[src/sv/pi_closed_loop_euler_step_assert.svh]
// ----------------------------------------------------------------------------
// Assertion macros for the PI closed-loop Euler step block
// Clocked immediate-implication and next-cycle-implication checks.
// ----------------------------------------------------------------------------
`ifndef PI_CLOSED_LOOP_EULER_STEP_ASSERT_SVH
`define PI_CLOSED_LOOP_EULER_STEP_ASSERT_SVH

// Consequent must hold in the same cycle as the antecedent.
`define PCES_ASSERT_NOW(label, clk, rst, ante, cons, msg) \
   label: assert property (@(posedge clk) disable iff (rst) (ante) |-> (cons)) \
      else $error(msg);

// Consequent must hold in the cycle after the antecedent.
`define PCES_ASSERT_NEXT(label, clk, rst, ante, cons, msg) \
   label: assert property (@(posedge clk) disable iff (rst) (ante) |=> (cons)) \
      else $error(msg);

`endif

[src/sv/pces_pkg.sv]
// ----------------------------------------------------------------------------
// pces_pkg
// Constants, types and saturating helpers for the PI closed-loop Euler step.
// ----------------------------------------------------------------------------
`default_nettype none

package pces_pkg;

   localparam int unsigned FRAC_BITS_DEF = 16;
   localparam int unsigned WORD_W        = 32;
   localparam int unsigned INDEX_W       = 16;
   localparam int unsigned CSR_INDEX_W   = 3;

   // serial multiplier: one digit of the multiplier per cycle
   localparam int unsigned DIGIT_W     = 4;
   localparam int unsigned DIGIT_COUNT = WORD_W / DIGIT_W;
   localparam int unsigned DIG_CNT_W   = $clog2(DIGIT_COUNT);
   localparam int unsigned MAC_W       = WORD_W + DIGIT_W + 1;
   localparam logic [DIG_CNT_W-1:0] DIGIT_LAST = DIG_CNT_W'(DIGIT_COUNT - 1);

   localparam logic signed [WORD_W-1:0] Q_MAX = 32'sh7FFF_FFFF;
   localparam logic signed [WORD_W-1:0] Q_MIN = 32'sh8000_0000;
   localparam logic signed [33:0] WIDE_MAX = 34'sd2147483647;
   localparam logic signed [33:0] WIDE_MIN = -34'sd2147483648;

   typedef enum logic [CSR_INDEX_W-1:0] {
      CFG_PLANT_A    = 3'd0,
      CFG_PLANT_B    = 3'd1,
      CFG_INIT_STATE = 3'd2,
      CFG_TIME_STEP  = 3'd3,
      CFG_PROP_GAIN  = 3'd4,
      CFG_INTEG_GAIN = 3'd5,
      CFG_RUN_LENGTH = 3'd6
   } cfg_index_type;

   // one product per operation, in evaluation order
   typedef enum logic [2:0] {
      OP_INTEG = 3'd0,  // x * |dt|, accumulate into integral
      OP_PROP  = 3'd1,  // kp * x
      OP_CTRL  = 3'd2,  // ki * integral, form u
      OP_PLANT = 3'd3,  // a * x
      OP_INPUT = 3'd4,  // b * u, form derivative
      OP_STATE = 3'd5   // |dt| * derivative, update x
   } op_type;

   typedef struct packed {
      logic                     sat;
      logic signed [WORD_W-1:0] value;
   } sat_word_type;

   function automatic sat_word_type clamp_wide(input logic signed [33:0] v);
      sat_word_type r;
      r.sat   = 1'b0;
      r.value = v[WORD_W-1:0];
      if (v > WIDE_MAX) begin
         r.sat   = 1'b1;
         r.value = Q_MAX;
      end else if (v < WIDE_MIN) begin
         r.sat   = 1'b1;
         r.value = Q_MIN;
      end
      return r;
   endfunction

   function automatic sat_word_type sat_add(input logic signed [WORD_W-1:0] a,
                                            input logic signed [WORD_W-1:0] b);
      return clamp_wide(34'(a) + 34'(b));
   endfunction

   // -a - b, saturated
   function automatic sat_word_type sat_neg_sum(input logic signed [WORD_W-1:0] a,
                                                input logic signed [WORD_W-1:0] b);
      return clamp_wide(-34'(a) - 34'(b));
   endfunction

   function automatic sat_word_type sat_abs(input logic signed [WORD_W-1:0] a);
      sat_word_type r;
      r.sat   = 1'b0;
      r.value = a;
      if (a == Q_MIN) begin
         r.sat   = 1'b1;
         r.value = Q_MAX;
      end else if (a < 0) begin
         r.value = -a;
      end
      return r;
   endfunction

endpackage

`default_nettype wire

[src/sv/pi_closed_loop_euler_step.sv]
// ----------------------------------------------------------------------------
// pi_closed_loop_euler_step
// First-order plant under PI control, one forward-Euler step per transaction.
// ----------------------------------------------------------------------------
// Each request transaction either restarts the run (req_restart = 1) or asks
// for one Euler step; every request gives exactly one response transaction.
// A restart, or a step request once the step index has reached run_length,
// is answered without any product: it goes straight to S_FIN, which loads
// the response register once it is free, and back to S_IDLE. A real step
// performs six signed Q(32-FRAC_BITS).FRAC_BITS products on one shared
// digit-serial multiplier that consumes four multiplier bits per cycle:
// each product runs through eight digits in S_MUL and is written back in
// S_WB; the sixth write-back leads to S_FIN and the response register. The
// next request is taken only once the block is back in S_IDLE.
// The block works on one request at a time; req_stall is high while a
// request is in progress, but a finished response that waits on rsp_stall
// does not hold off the next request. Products are floored and saturated,
// sums saturated; rsp_saturated flags any clipping in the step.
// The user must write configuration registers through csr_wr_en / csr_index /
// csr_wr_data only while idle (not enforced); unknown indices are ignored.
// ----------------------------------------------------------------------------
`default_nettype none

module pi_closed_loop_euler_step
   import pces_pkg::*;
#(
   parameter int unsigned FRAC_BITS = FRAC_BITS_DEF
) (
   input  wire logic                     clock,
   input  wire logic                     reset,
   // request channel
   input  wire logic                     req_valid,
   output logic                          req_stall,
   input  wire logic                     req_restart,
   // response channel
   output logic                          rsp_valid,
   input  wire logic                     rsp_stall,
   output logic signed [WORD_W-1:0]      rsp_state_value,
   output logic        [INDEX_W-1:0]     rsp_step_index,
   output logic                          rsp_run_done,
   output logic                          rsp_saturated,
   // configuration write port
   input  wire logic                     csr_wr_en,
   input  wire logic [CSR_INDEX_W-1:0]   csr_index,
   input  wire logic [WORD_W-1:0]        csr_wr_data
);

   `include "pi_closed_loop_euler_step_assert.svh"

   localparam logic signed [WORD_W-1:0] TIME_STEP_RESET = 32'(64'd1 << FRAC_BITS);
   localparam int unsigned TOP_SHIFT = FRAC_BITS + WORD_W - 1;

   typedef enum logic [3:0] {
      S_IDLE = 4'b0001,  // wait for a request
      S_MUL  = 4'b0010,  // run the serial multiplier
      S_WB   = 4'b0100,  // write the product back, then start the next one or finish
      S_FIN  = 4'b1000   // hand the result to the response register
   } state_type;

   // configuration
   logic signed [WORD_W-1:0]  plant_a_ff, plant_a_in;
   logic signed [WORD_W-1:0]  plant_b_ff, plant_b_in;
   logic signed [WORD_W-1:0]  init_state_ff, init_state_in;
   logic signed [WORD_W-1:0]  time_step_ff, time_step_in;
   logic signed [WORD_W-1:0]  prop_gain_ff, prop_gain_in;
   logic signed [WORD_W-1:0]  integ_gain_ff, integ_gain_in;
   logic        [INDEX_W-1:0] run_length_ff, run_length_in;

   // plant and controller state
   logic signed [WORD_W-1:0]  x_ff, x_in;
   logic signed [WORD_W-1:0]  integ_ff, integ_in;
   logic        [INDEX_W-1:0] cnt_ff, cnt_in;

   // step working registers
   logic signed [WORD_W-1:0]  adt_ff, adt_in;     // |dt|
   logic signed [WORD_W-1:0]  t1_ff, t1_in;       // kp*x, then u
   logic signed [WORD_W-1:0]  t2_ff, t2_in;       // a*x, then derivative
   logic                      done_pend_ff, done_pend_in;
   logic                      sat_pend_ff, sat_pend_in;

   // serial multiplier
   logic signed [WORD_W-1:0]  mcand_ff, mcand_in;
   logic signed [WORD_W-1:0]  hi_ff, hi_in;
   logic        [WORD_W-1:0]  lo_ff, lo_in;
   logic [DIG_CNT_W-1:0]      dig_ff, dig_in;
   op_type                    op_ff, op_in;
   state_type                 state_ff, state_in;

   // response register
   logic                      rsp_valid_ff, rsp_valid_in;
   logic signed [WORD_W-1:0]  rsp_state_ff, rsp_state_in;
   logic        [INDEX_W-1:0] rsp_index_ff, rsp_index_in;
   logic                      rsp_done_ff, rsp_done_in;
   logic                      rsp_sat_ff, rsp_sat_in;

   // datapath
   logic signed [MAC_W-1:0]   mcand_ext;
   logic signed [MAC_W-1:0]   digit_ext;
   logic signed [MAC_W-1:0]   mac_sum;
   logic signed [63:0]        prod_full;
   logic signed [63:0]        prod_top;
   sat_word_type              q_word;
   sat_word_type              abs_word;
   sat_word_type              sum_word;
   logic                      load_mul;
   logic signed [WORD_W-1:0]  next_mcand;
   logic signed [WORD_W-1:0]  next_mult;
   logic        [INDEX_W-1:0] cnt_inc;

   // One digit step: add mcand * digit to the upper half, then shift the
   // pair right by one digit. The top digit of the multiplier is signed.
   always_comb begin
      mcand_ext = MAC_W'(mcand_ff);
      digit_ext = MAC_W'($signed({lo_ff[DIGIT_W-1] & (dig_ff == DIGIT_LAST),
                                  lo_ff[DIGIT_W-1:0]}));
      mac_sum   = MAC_W'(hi_ff) + mcand_ext * digit_ext;
   end

   // Floor-shifted, saturated product once all digits are in
   always_comb begin
      prod_full    = {hi_ff, lo_ff};
      prod_top     = prod_full >>> TOP_SHIFT;
      q_word.sat   = !((prod_top == '0) || (prod_top == '1));
      q_word.value = prod_full[FRAC_BITS+WORD_W-1:FRAC_BITS];
      if (q_word.sat) begin
         q_word.value = prod_full[63] ? Q_MIN : Q_MAX;
      end
   end

   assign abs_word = sat_abs(time_step_ff);
   assign cnt_inc  = cnt_ff + INDEX_W'(1);

   always_comb begin
      plant_a_in    = plant_a_ff;
      plant_b_in    = plant_b_ff;
      init_state_in = init_state_ff;
      time_step_in  = time_step_ff;
      prop_gain_in  = prop_gain_ff;
      integ_gain_in = integ_gain_ff;
      run_length_in = run_length_ff;
      x_in          = x_ff;
      integ_in      = integ_ff;
      cnt_in        = cnt_ff;
      adt_in        = adt_ff;
      t1_in         = t1_ff;
      t2_in         = t2_ff;
      done_pend_in  = done_pend_ff;
      sat_pend_in   = sat_pend_ff;
      mcand_in      = mcand_ff;
      hi_in         = hi_ff;
      lo_in         = lo_ff;
      dig_in        = dig_ff;
      op_in         = op_ff;
      state_in      = state_ff;
      rsp_valid_in  = rsp_valid_ff;
      rsp_state_in  = rsp_state_ff;
      rsp_index_in  = rsp_index_ff;
      rsp_done_in   = rsp_done_ff;
      rsp_sat_in    = rsp_sat_ff;
      sum_word      = '0;
      load_mul      = 1'b0;
      next_mcand    = '0;
      next_mult     = '0;

      if (csr_wr_en) begin
         case (csr_index)
            CFG_PLANT_A:    plant_a_in    = csr_wr_data;
            CFG_PLANT_B:    plant_b_in    = csr_wr_data;
            CFG_INIT_STATE: init_state_in = csr_wr_data;
            CFG_TIME_STEP:  time_step_in  = csr_wr_data;
            CFG_PROP_GAIN:  prop_gain_in  = csr_wr_data;
            CFG_INTEG_GAIN: integ_gain_in = csr_wr_data;
            CFG_RUN_LENGTH: run_length_in = csr_wr_data[INDEX_W-1:0];
            default:        ;
         endcase
      end

      // drop the response once it has been taken
      if (rsp_valid_ff && !rsp_stall) begin
         rsp_valid_in = 1'b0;
      end

      case (state_ff)
         S_IDLE: begin
            if (req_valid) begin
               if (req_restart) begin
                  x_in         = init_state_ff;
                  integ_in     = '0;
                  cnt_in       = '0;
                  done_pend_in = (run_length_ff == '0);
                  sat_pend_in  = 1'b0;
                  state_in     = S_FIN;
               end else if (cnt_ff >= run_length_ff) begin
                  // run over: hold state and index
                  done_pend_in = 1'b1;
                  sat_pend_in  = 1'b0;
                  state_in     = S_FIN;
               end else begin
                  adt_in      = abs_word.value;
                  sat_pend_in = abs_word.sat;
                  op_in       = OP_INTEG;
                  load_mul    = 1'b1;
                  state_in    = S_MUL;
               end
            end
         end
         S_MUL: begin
            hi_in  = mac_sum[WORD_W+DIGIT_W-1:DIGIT_W];
            lo_in  = {mac_sum[DIGIT_W-1:0], lo_ff[WORD_W-1:DIGIT_W]};
            dig_in = dig_ff + DIG_CNT_W'(1);
            if (dig_ff == DIGIT_LAST) begin
               state_in = S_WB;
            end
         end
         S_WB: begin
            case (op_ff)
               OP_INTEG: begin
                  sum_word    = sat_add(integ_ff, q_word.value);
                  integ_in    = sum_word.value;
                  sat_pend_in = sat_pend_ff | q_word.sat | sum_word.sat;
               end
               OP_PROP: begin
                  t1_in       = q_word.value;
                  sat_pend_in = sat_pend_ff | q_word.sat;
               end
               OP_CTRL: begin
                  sum_word    = sat_neg_sum(t1_ff, q_word.value);
                  t1_in       = sum_word.value;
                  sat_pend_in = sat_pend_ff | q_word.sat | sum_word.sat;
               end
               OP_PLANT: begin
                  t2_in       = q_word.value;
                  sat_pend_in = sat_pend_ff | q_word.sat;
               end
               OP_INPUT: begin
                  sum_word    = sat_add(t2_ff, q_word.value);
                  t2_in       = sum_word.value;
                  sat_pend_in = sat_pend_ff | q_word.sat | sum_word.sat;
               end
               OP_STATE: begin
                  sum_word    = sat_add(x_ff, q_word.value);
                  x_in        = sum_word.value;
                  sat_pend_in = sat_pend_ff | q_word.sat | sum_word.sat;
               end
               default: ;
            endcase
            if (op_ff == OP_STATE) begin
               cnt_in       = cnt_inc;
               done_pend_in = (cnt_inc == run_length_ff);
               state_in     = S_FIN;
            end else begin
               op_in    = op_type'(op_ff + 3'd1);
               load_mul = 1'b1;
               state_in = S_MUL;
            end
         end
         S_FIN: begin
            // wait for the response register to be free
            if (!rsp_valid_ff || !rsp_stall) begin
               rsp_valid_in = 1'b1;
               rsp_state_in = x_ff;
               rsp_index_in = cnt_ff;
               rsp_done_in  = done_pend_ff;
               rsp_sat_in   = sat_pend_ff;
               state_in     = S_IDLE;
            end
         end
         default: state_in = S_IDLE;
      endcase

      // Operands for the next product, taken from the values written this
      // cycle so that a result feeds straight into the following product.
      case (op_in)
         OP_INTEG: begin
            next_mcand = x_ff;
            next_mult  = adt_in;
         end
         OP_PROP: begin
            next_mcand = prop_gain_ff;
            next_mult  = x_ff;
         end
         OP_CTRL: begin
            next_mcand = integ_gain_ff;
            next_mult  = integ_in;
         end
         OP_PLANT: begin
            next_mcand = plant_a_ff;
            next_mult  = x_ff;
         end
         OP_INPUT: begin
            next_mcand = plant_b_ff;
            next_mult  = t1_in;
         end
         OP_STATE: begin
            next_mcand = adt_in;
            next_mult  = t2_in;
         end
         default: begin
            next_mcand = '0;
            next_mult  = '0;
         end
      endcase

      if (load_mul) begin
         mcand_in = next_mcand;
         hi_in    = '0;
         lo_in    = next_mult;
         dig_in   = '0;
      end
   end

   // control and architectural state
   always_ff @(posedge clock) begin
      if (reset) begin
         plant_a_ff    <= '0;
         plant_b_ff    <= '0;
         init_state_ff <= '0;
         time_step_ff  <= TIME_STEP_RESET;
         prop_gain_ff  <= '0;
         integ_gain_ff <= '0;
         run_length_ff <= '0;
         x_ff          <= '0;
         integ_ff      <= '0;
         cnt_ff        <= '0;
         dig_ff        <= '0;
         op_ff         <= OP_INTEG;
         state_ff      <= S_IDLE;
         rsp_valid_ff  <= 1'b0;
      end else begin
         plant_a_ff    <= plant_a_in;
         plant_b_ff    <= plant_b_in;
         init_state_ff <= init_state_in;
         time_step_ff  <= time_step_in;
         prop_gain_ff  <= prop_gain_in;
         integ_gain_ff <= integ_gain_in;
         run_length_ff <= run_length_in;
         x_ff          <= x_in;
         integ_ff      <= integ_in;
         cnt_ff        <= cnt_in;
         dig_ff        <= dig_in;
         op_ff         <= op_in;
         state_ff      <= state_in;
         rsp_valid_ff  <= rsp_valid_in;
      end
   end

   // payload
   always_ff @(posedge clock) begin
      adt_ff       <= adt_in;
      t1_ff        <= t1_in;
      t2_ff        <= t2_in;
      done_pend_ff <= done_pend_in;
      sat_pend_ff  <= sat_pend_in;
      mcand_ff     <= mcand_in;
      hi_ff        <= hi_in;
      lo_ff        <= lo_in;
      rsp_state_ff <= rsp_state_in;
      rsp_index_ff <= rsp_index_in;
      rsp_done_ff  <= rsp_done_in;
      rsp_sat_ff   <= rsp_sat_in;
   end

   assign req_stall       = (state_ff != S_IDLE);
   assign rsp_valid       = rsp_valid_ff;
   assign rsp_state_value = rsp_state_ff;
   assign rsp_step_index  = rsp_index_ff;
   assign rsp_run_done    = rsp_done_ff;
   assign rsp_saturated   = rsp_sat_ff;

   // conditions watched by the checks below
   logic last_digit;
   logic tick_past_end;
   logic tick_held;
   logic final_wb;
   logic mul_parked;

   assign last_digit    = (state_ff == S_MUL) && (dig_ff == DIGIT_LAST);
   assign tick_past_end = req_valid && !req_stall && !req_restart &&
                          (cnt_ff >= run_length_ff);
   assign tick_held     = (state_ff == S_FIN) && done_pend_ff;
   assign final_wb      = (state_ff == S_WB) && (op_ff == OP_STATE);
   assign mul_parked    = (state_ff == S_IDLE) || (state_ff == S_FIN);

   // the last digit of a product always leads to its write-back
   `PCES_ASSERT_NEXT(a_mul_ends_in_wb, clock, reset, last_digit, state_ff == S_WB, "no write-back")
   // a step request past the end of the run is answered as done without work
   `PCES_ASSERT_NEXT(a_hold_tick_done, clock, reset, tick_past_end, tick_held, "tick not held")
   // the final write-back of a step advances the index by one
   `PCES_ASSERT_NEXT(a_index_step, clock, reset, final_wb, cnt_ff == $past(cnt_ff) + 1'b1, "index held")
   // the digit counter is parked at zero while idle or handing off a result
   `PCES_ASSERT_NOW(a_digit_idle_zero, clock, reset, mul_parked, dig_ff == '0, "digit not parked")

endmodule

`default_nettype wire
[config.mk]
export PLATFORM = sky130hd
export DESIGN_NAME = pi_closed_loop_euler_step
export DESIGN_NICKNAME = d
export VERILOG_FILES = /design/src/sv/pces_pkg.sv /design/src/sv/pi_closed_loop_euler_step.sv
export VERILOG_INCLUDE_DIRS = /design/src /design/src/sv
export SDC_FILE = /design/constraint.sdc
export NUM_CORES = 2
export LEC_CHECK = 0
export BUFFER_PORTS_ARGS = -buffer_cell sky130_fd_sc_hd__buf_4
export CAP_MARGIN = 20
export CELL_PAD_IN_SITES_DETAIL_PLACEMENT = 0
export CELL_PAD_IN_SITES_GLOBAL_PLACEMENT = 1
export CORE_MARGIN = 1.5
export CORE_UTILIZATION = 30
export CTS_CLUSTER_DIAMETER = 200
export DETAILED_ROUTE_END_ITERATION = 8
export GPL_TIMING_DRIVEN = 0
export PLACE_DENSITY_LB_ADDON = 0.3
export SYNTH_ARGS = -nofsm -noshare
export SYNTH_HDL_FRONTEND = slang
export SYNTH_SLANG_ARGS = --single-unit
[constraint.sdc]
create_clock -name clock -period 8.4 [get_ports clock]
set_input_delay 0.84 -clock clock [delete_from_list [all_inputs] [get_ports clock]]
set_output_delay 0.84 -clock clock [all_outputs]
set_load 0.05 [all_outputs]
# Word-level counts from Yosys, hierarchy flattened
# Index checks and enable logic that the tools add are counted.
# totals
ff_bits,543
inputBits,41
out_inout_bits,52
word_cells,188
# op_classes
add_sub_neg,10
n_mul,1
order_cmp,10
n_eq_ne,32
n_mux,75
bitwise,6
n_reduce_logical,28
# op_table
op,n
32-bit 2-to-1 mux,18
33-bit 2-to-1 mux,16
32-bit case mux with 2 select lines,4
32-bit case mux with 6 select lines,1
32-bit case mux with 5 select lines,1
32-bit by 32-bit adder with 33-bit output,3
"33-bit by 32-bit > comparator with 1-bit output, second input constant",3
"33-bit by 32-bit less-than comparator with 1-bit output, second input constant",3
"64-bit == test, second input constant",1
64-bit zero test,1
16-bit 2-to-1 mux,3
32-bit by 36-bit adder with 36-bit output,1
32-bit by 5-bit multiplier with 36-bit output,1
"34-bit by 32-bit > comparator with 1-bit output, second input constant",1
"34-bit by 32-bit less-than comparator with 1-bit output, second input constant",1
32-bit negator with 34-bit output,1
34-bit by 32-bit subtractor with 34-bit output,1
"32-bit == test, second input constant",1
"32-bit by 1-bit less-than comparator with 1-bit output, second input constant",1
32-bit negator,1
16-bit case mux with 2 select lines,1
"3-bit == test, second input constant",8
4-bit 2-to-1 mux,6
"3-bit by 2-bit == test with 1-bit output, second input constant",6
other kinds (32),78

# Depth between registers and ports, before layout
# depth
depth_word,13
mapped_depth,23
ltp_nobuf,21

# Worst setup path before layout
# OpenSTA, ideal clock, no wires.
# synth_timing
kind,register to register
startpoint,register dig_ff[0]
endpoint,register hi_ff[23]
setup_time_ns,0.129
t_arrival_ns,5.720
t_required_ns,8.271
slack_ns,2.551
stages_incl_launch_ff,22
path_buffers,0
period_less_slack_ns,5.849
cell_sequence,dfxtp_1 -> ha_1 -> ha_1 -> nand2_1 -> or2_2 -> fa_1 -> fa_1 -> fa_1 -> fa_1 -> inv_1 -> fa_1 -> a211o_1 -> a211oi_1 -> o2111ai_1 -> o31ai_1 -> a311oi_1 -> o31ai_1 -> a21oi_1 -> a21o_1 -> a21oi_1 -> xnor2_1 -> o21ai_0
# synth_between
elab_chain_cells,4
# synth_lines
element,line,rtl
from (decl),pi_closed_loop_euler_step.sv:85,"logic [DIG_CNT_W-1:0] dig_ff, dig_in;"
from (signal assigned),pi_closed_loop_euler_step.sv:340,dig_ff <= dig_in;
3-bit == test,n/a,
1-bit bitwise AND,pi_closed_loop_euler_step.sv:114,"digit_ext = MAC_W'($signed({lo_ff[DIGIT_W-1] & (dig_ff == DIGIT_LAST),"
32-bit by 5-bit multiplier with 36-bit output,pi_closed_loop_euler_step.sv:116,mac_sum = MAC_W'(hi_ff) + mcand_ext * digit_ext;
32-bit by 36-bit adder with 36-bit output,pi_closed_loop_euler_step.sv:116,
to (signal assigned),pi_closed_loop_euler_step.sv:355,hi_ff <= hi_in;
to (decl),pi_closed_loop_euler_step.sv:83,"logic signed [WORD_W-1:0] hi_ff, hi_in;"
# Every way passes these cells.
# A chain may end at the register's enable or synchronous reset.

# Final worst setup path
# layout_timing
startpoint,register hi_ff[31]
endpoint,"register lo_ff[10], data pin"
# layout_between
elab_chain_cells,13
elab_cells_between_ends,34
classes_between,add/sub: 3; order compare: 6; eq/ne: 1; mux: 22; reduce/logical: 2
# layout_lines
element,line,rtl
64-bit == test / 64-bit zero test (equally long branches),pi_closed_loop_euler_step.sv:123,q_word.sat = !((prod_top == '0) || (prod_top == '1));
1-bit logical OR,pi_closed_loop_euler_step.sv:123,
32-bit 2-to-1 mux (*),pi_closed_loop_euler_step.sv:125,if (q_word.sat) begin
34-bit by 32-bit subtractor with 34-bit output / 32-bit by 32-bit adder with 33-bit output (equally long branches),"pces_pkg.sv:73, pces_pkg.sv:67",
34-bit by 32-bit less-than comparator with 1-bit output / 33-bit by 32-bit less-than comparator with 1-bit output (equally long branches),pces_pkg.sv:58,end else if (v < WIDE_MIN) begin
33-bit 2-to-1 mux,pces_pkg.sv:58,
33-bit 2-to-1 mux,pces_pkg.sv:55,if (v > WIDE_MAX) begin
33-bit 2-to-1 mux,pi_closed_loop_euler_step.sv:216,case (op_ff)
33-bit 2-to-1 mux,pi_closed_loop_euler_step.sv:183,case (state_ff)
32-bit case mux with 2 select lines / 32-bit 2-to-1 mux (equally long branches),pi_closed_loop_euler_step.sv:216,
32-bit 2-to-1 mux / 32-bit case mux with 2 select lines (equally long branches),pi_closed_loop_euler_step.sv:183,
32-bit case mux with 5 select lines (*),pi_closed_loop_euler_step.sv:273,case (op_in)
32-bit 2-to-1 mux (*),pi_closed_loop_euler_step.sv:304,if (load_mul) begin
net lo_in[10],pi_closed_loop_euler_step.sv:84,"logic [WORD_W-1:0] lo_ff, lo_in;"
to (signal assigned),pi_closed_loop_euler_step.sv:356,lo_ff <= lo_in;
to (decl),pi_closed_loop_euler_step.sv:84,
# Mark *: on every way through the listed nets, which the timed path passes. The rest lies on a longest branch. The select of a mux whose other input is x is not followed.

==> metrics.cfg <==
[synth]
ys_async_sr_fraction_pct = 0
synthTopCellsByArea = dfxtp_1 (22%), edfxtp_1 (9.1%), nand2_1 (9.0%)
synth_area_um2 = 38200
synth_top_area_share_pct = 22.4
yosysMostFrequentCell = nand2_1
ys_seq_area_share_pct = 31.5
syn_nets = 5132
ys_top_cells_by_count = nand2_1 (915), a21oi_1 (579), dfxtp_1 (427)
ys.flop_type = dfxtp_1
syn_area_per_cell_um2 = 8.12
synth_edf_count = 116
synth_cell_type_count = 107
ys_ff_latch = 543
synthCells = 4704
ys_warn_count = 0
synth_area_leader_cell = dfxtp_1

[pwr]
p_switching_uw = 9430
pwr-share-comb_pct = 66.0
swShare_pct = 52.0
p_seq_share_pct = 17.2
p_int_uw = 8710
p_clk_share_pct = 16.8
p_leak_uw = 0.0167
power.density_nw_per_um2 = 418
vdd_drop_max_mv = 0.310

[floorplanning]
core_area_um2 = 126000
initial_core_util_pct = 30.3
row_count = 130
ioPinCount = 93
die_area_um2 = 130000
die_w_um = 360
die_h_um = 360

[global_routing]
grt_pass1_wl_um = 258000
first_global_vias = 35007
overflow = 0
use_met3_pct = 5.41
grt_max_degree = 41
grtUsageMet1_pct = 38.7
gr-usage-all-layers_pct = 27.4
busiest_layer = met2
grtUsageMet2_pct = 40.2
antenna_found_initial = 12

[detailed_routing]
dr.pass1.iters = 7
drt_iter0_drc = 4037
dr_total_vias = 37410
via_per_inst = 5.68
post-route-drc-count = 0
postRouteWirelength_um = 182000
wire_per_inst_um = 27.7
ant_nets = 0

[run_status]
status = completed

[worst_setup_path]
path_class = reg -> reg
end_kind = flip-flop
crit_top_cell = o21ai_0
arrival_ns = 8.42
cp_slowest_cell = a41oi_1
path_cells = a41oi_1 > clkbuf_1 > clkbuf_1 > o21a_1 > inv_1 > ha_1 > ha_1 > a21oi_1 > o21ai_0 > a221oi_1 > o21ai_0 > a31oi_1 > o21ai_0 > xnor2_1 > o211ai_2 > buf_2 > buf_2 > nand2_1 > a221oi_1 > o21ai_0
critical_path.max_stage_delay_ns = 0.96
cp_top_family = compound AO/OA/AOI/OAI gates
crit_path_max_fanout = 10
cp-start-kind = flip-flop
path_buf_inv = 5
required_ns = 8.75

[timing]
hold_viol_final = 0
min_period_ns = 8.07
period_share_pct = 96.1
rsz0062_at_grt = no
fin_worst_skew_ns = 0.0261
fin_ws_ns = 0.331
tightest_slew_ns = 1.33
setup_viol = 0
final_max_slew_viol_count = 0
fmax_ghz = 0.124
slew_headroom_pct = 11.2
tns_ns = 0

[clocking]
cts_resized = 0
postCtsHoldBufs = 0
cts.sinks = 543
root_buffer = clkbuf_16
cts_setup_buffers = 0
htree_levels = 3
clk_pin_slew_ns = 0.07
clk_latency_ns = 0.64
cts_buffer_depth = 3
cts_tree = built
cts_made_buffers = 67

[min_path]
hp-class = reg -> reg

[placement]
portBuffers = 91
hpwl_um = 144000
dp_slack_ns = 0.581
place_congestion = 1.00

[cells_and_area]
synthToLayoutAreaGrowth_pct = 13.5
fin_util_pct = 34.4
drive_above_1_share_pct = 6.68
nNetsFinal = 5301

[run]
cap_violations = 0

==> path summary, 6_finish.rpt <==
| check | from | endpoint | cells past startpoint | slack [ns] |
|---|---|---|---|---|
| max | hi_ff[31] | lo_ff[10] | 20 | 0.33 |
| min | done_pend_ff | rsp_run_done | 0 | 0.45 |
| max reg2reg | hi_ff[31] | lo_ff[10] | 20 | 0.33 |
| min reg2reg | done_pend_ff | rsp_run_done | 0 | 0.45 |
==> logic make-up after synthesis <==
logic type               count (synthesis)  synth area share (%)
AO/OA/AOI/OAI                         1404                  23.5
XOR/XNOR                               187                  4.29
multiplexers                            32                 0.858
flip-flops                             543                  31.5
adder cells (fa/ha/maj)                397                  15.5
AND/OR/NAND/NOR                       1659                  19.1
buffers and inverters                  482                  5.14
==> registers in the layout, indices dropped and copies added, names as in the netlist, 32 cells and up <==
name	flops
plant_b_ff	32
integ_gain_ff	32
prop_gain_ff	32
t1_ff	32
rsp_state_value	32
lo_ff	32
time_step_ff	32
init_state_ff	32
mcand_ff	32
x_ff	32
t2_ff	32
integ_ff	32
plant_a_ff	32
adt_ff	32
hi_ff	32
==> per-layer routing <==
layer	vias up	part of all wire, %	wire length [um]
met5	-	0.033	60
met3	335	8.4	15300
li1	17044	-	-
met1	18449	45	82000
met2	1574	42	75900
met4	8	4.9	9020
==> layout make-up <==
class | count | area (um^2)
repair buffers | 100 | 816
diodes | 10 | 25.0
flip-flops and latches | 543 | 12000
well taps | 1650 | 2060
inverters | 218 | 818
plain buffers | 264 | 1150
clock inverters | 30 | 374
clock buffers | 91 | 1850
fillers | 13402 | 82700
multi-input cells | 3679 | 24200
==> power groups by stage <==
stage	Sequential [uW]	Combinational, uW	Clock (uW)
floorplan	3060	8070	0
global placement	3170	11800	0
detailed placement	3170	11700	0
CTS	3110	11800	3080
global route	3130	13100	3180
finish	3110	12000	3050
==> placed cells by master (no fill, tap or decap), drive strengths merged, types with 17 or more instances in the layout <==
master | Yosys | routed
o31ai | 24 | 24
fa | 132 | 132
or3 | 37 | 37
o21ai | 213 | 213
o21a | 51 | 51
or2 | 36 | 36
clkinv | 2 | 18
nand4 | 32 | 32
mux2i | 26 | 26
a21oi | 583 | 583
nand3 | 68 | 68
nand2 | 917 | 917
nand2b | 21 | 21
a21o | 74 | 74
a22o | 17 | 17
nor2b | 28 | 28
a31oi | 49 | 49
a222oi | 22 | 22
nor2 | 307 | 307
a211oi | 48 | 48
clkbuf | 231 | 322
inv | 216 | 220
nor3 | 45 | 45
o211ai | 41 | 41
and3 | 28 | 28
ha | 255 | 255
edfxtp | 116 | 116
and2 | 81 | 81
a221o | 25 | 25
a221oi | 45 | 45
nor4 | 25 | 25
o221ai | 24 | 24
buf | 33 | 133
a22oi | 25 | 25
dfxtp | 427 | 427
xnor2 | 109 | 109
xor2 | 78 | 78
o21bai | 26 | 26
==> metrics by stage <==
| stage | instance area, um^2 | hold slack (ns) | power (uW) | cells |
|---|---|---|---|---|
| 6_report | 43400 | 0.448 | 18100 | 6585 |
| 2_1_floorplan | 38200 | 0.400 | 11100 | 4704 |
| 3_3_place_gp | 41000 | 0.441 | 14900 | 6445 |
| 5_1_grt | 43300 | 0.461 | 19400 | 6575 |
| 3_5_place_dp | 41100 | 0.437 | 14900 | 6453 |
| 4_1_cts | 43300 | 0.449 | 18000 | 6574 |
Power figures use the tool's default switching activity.
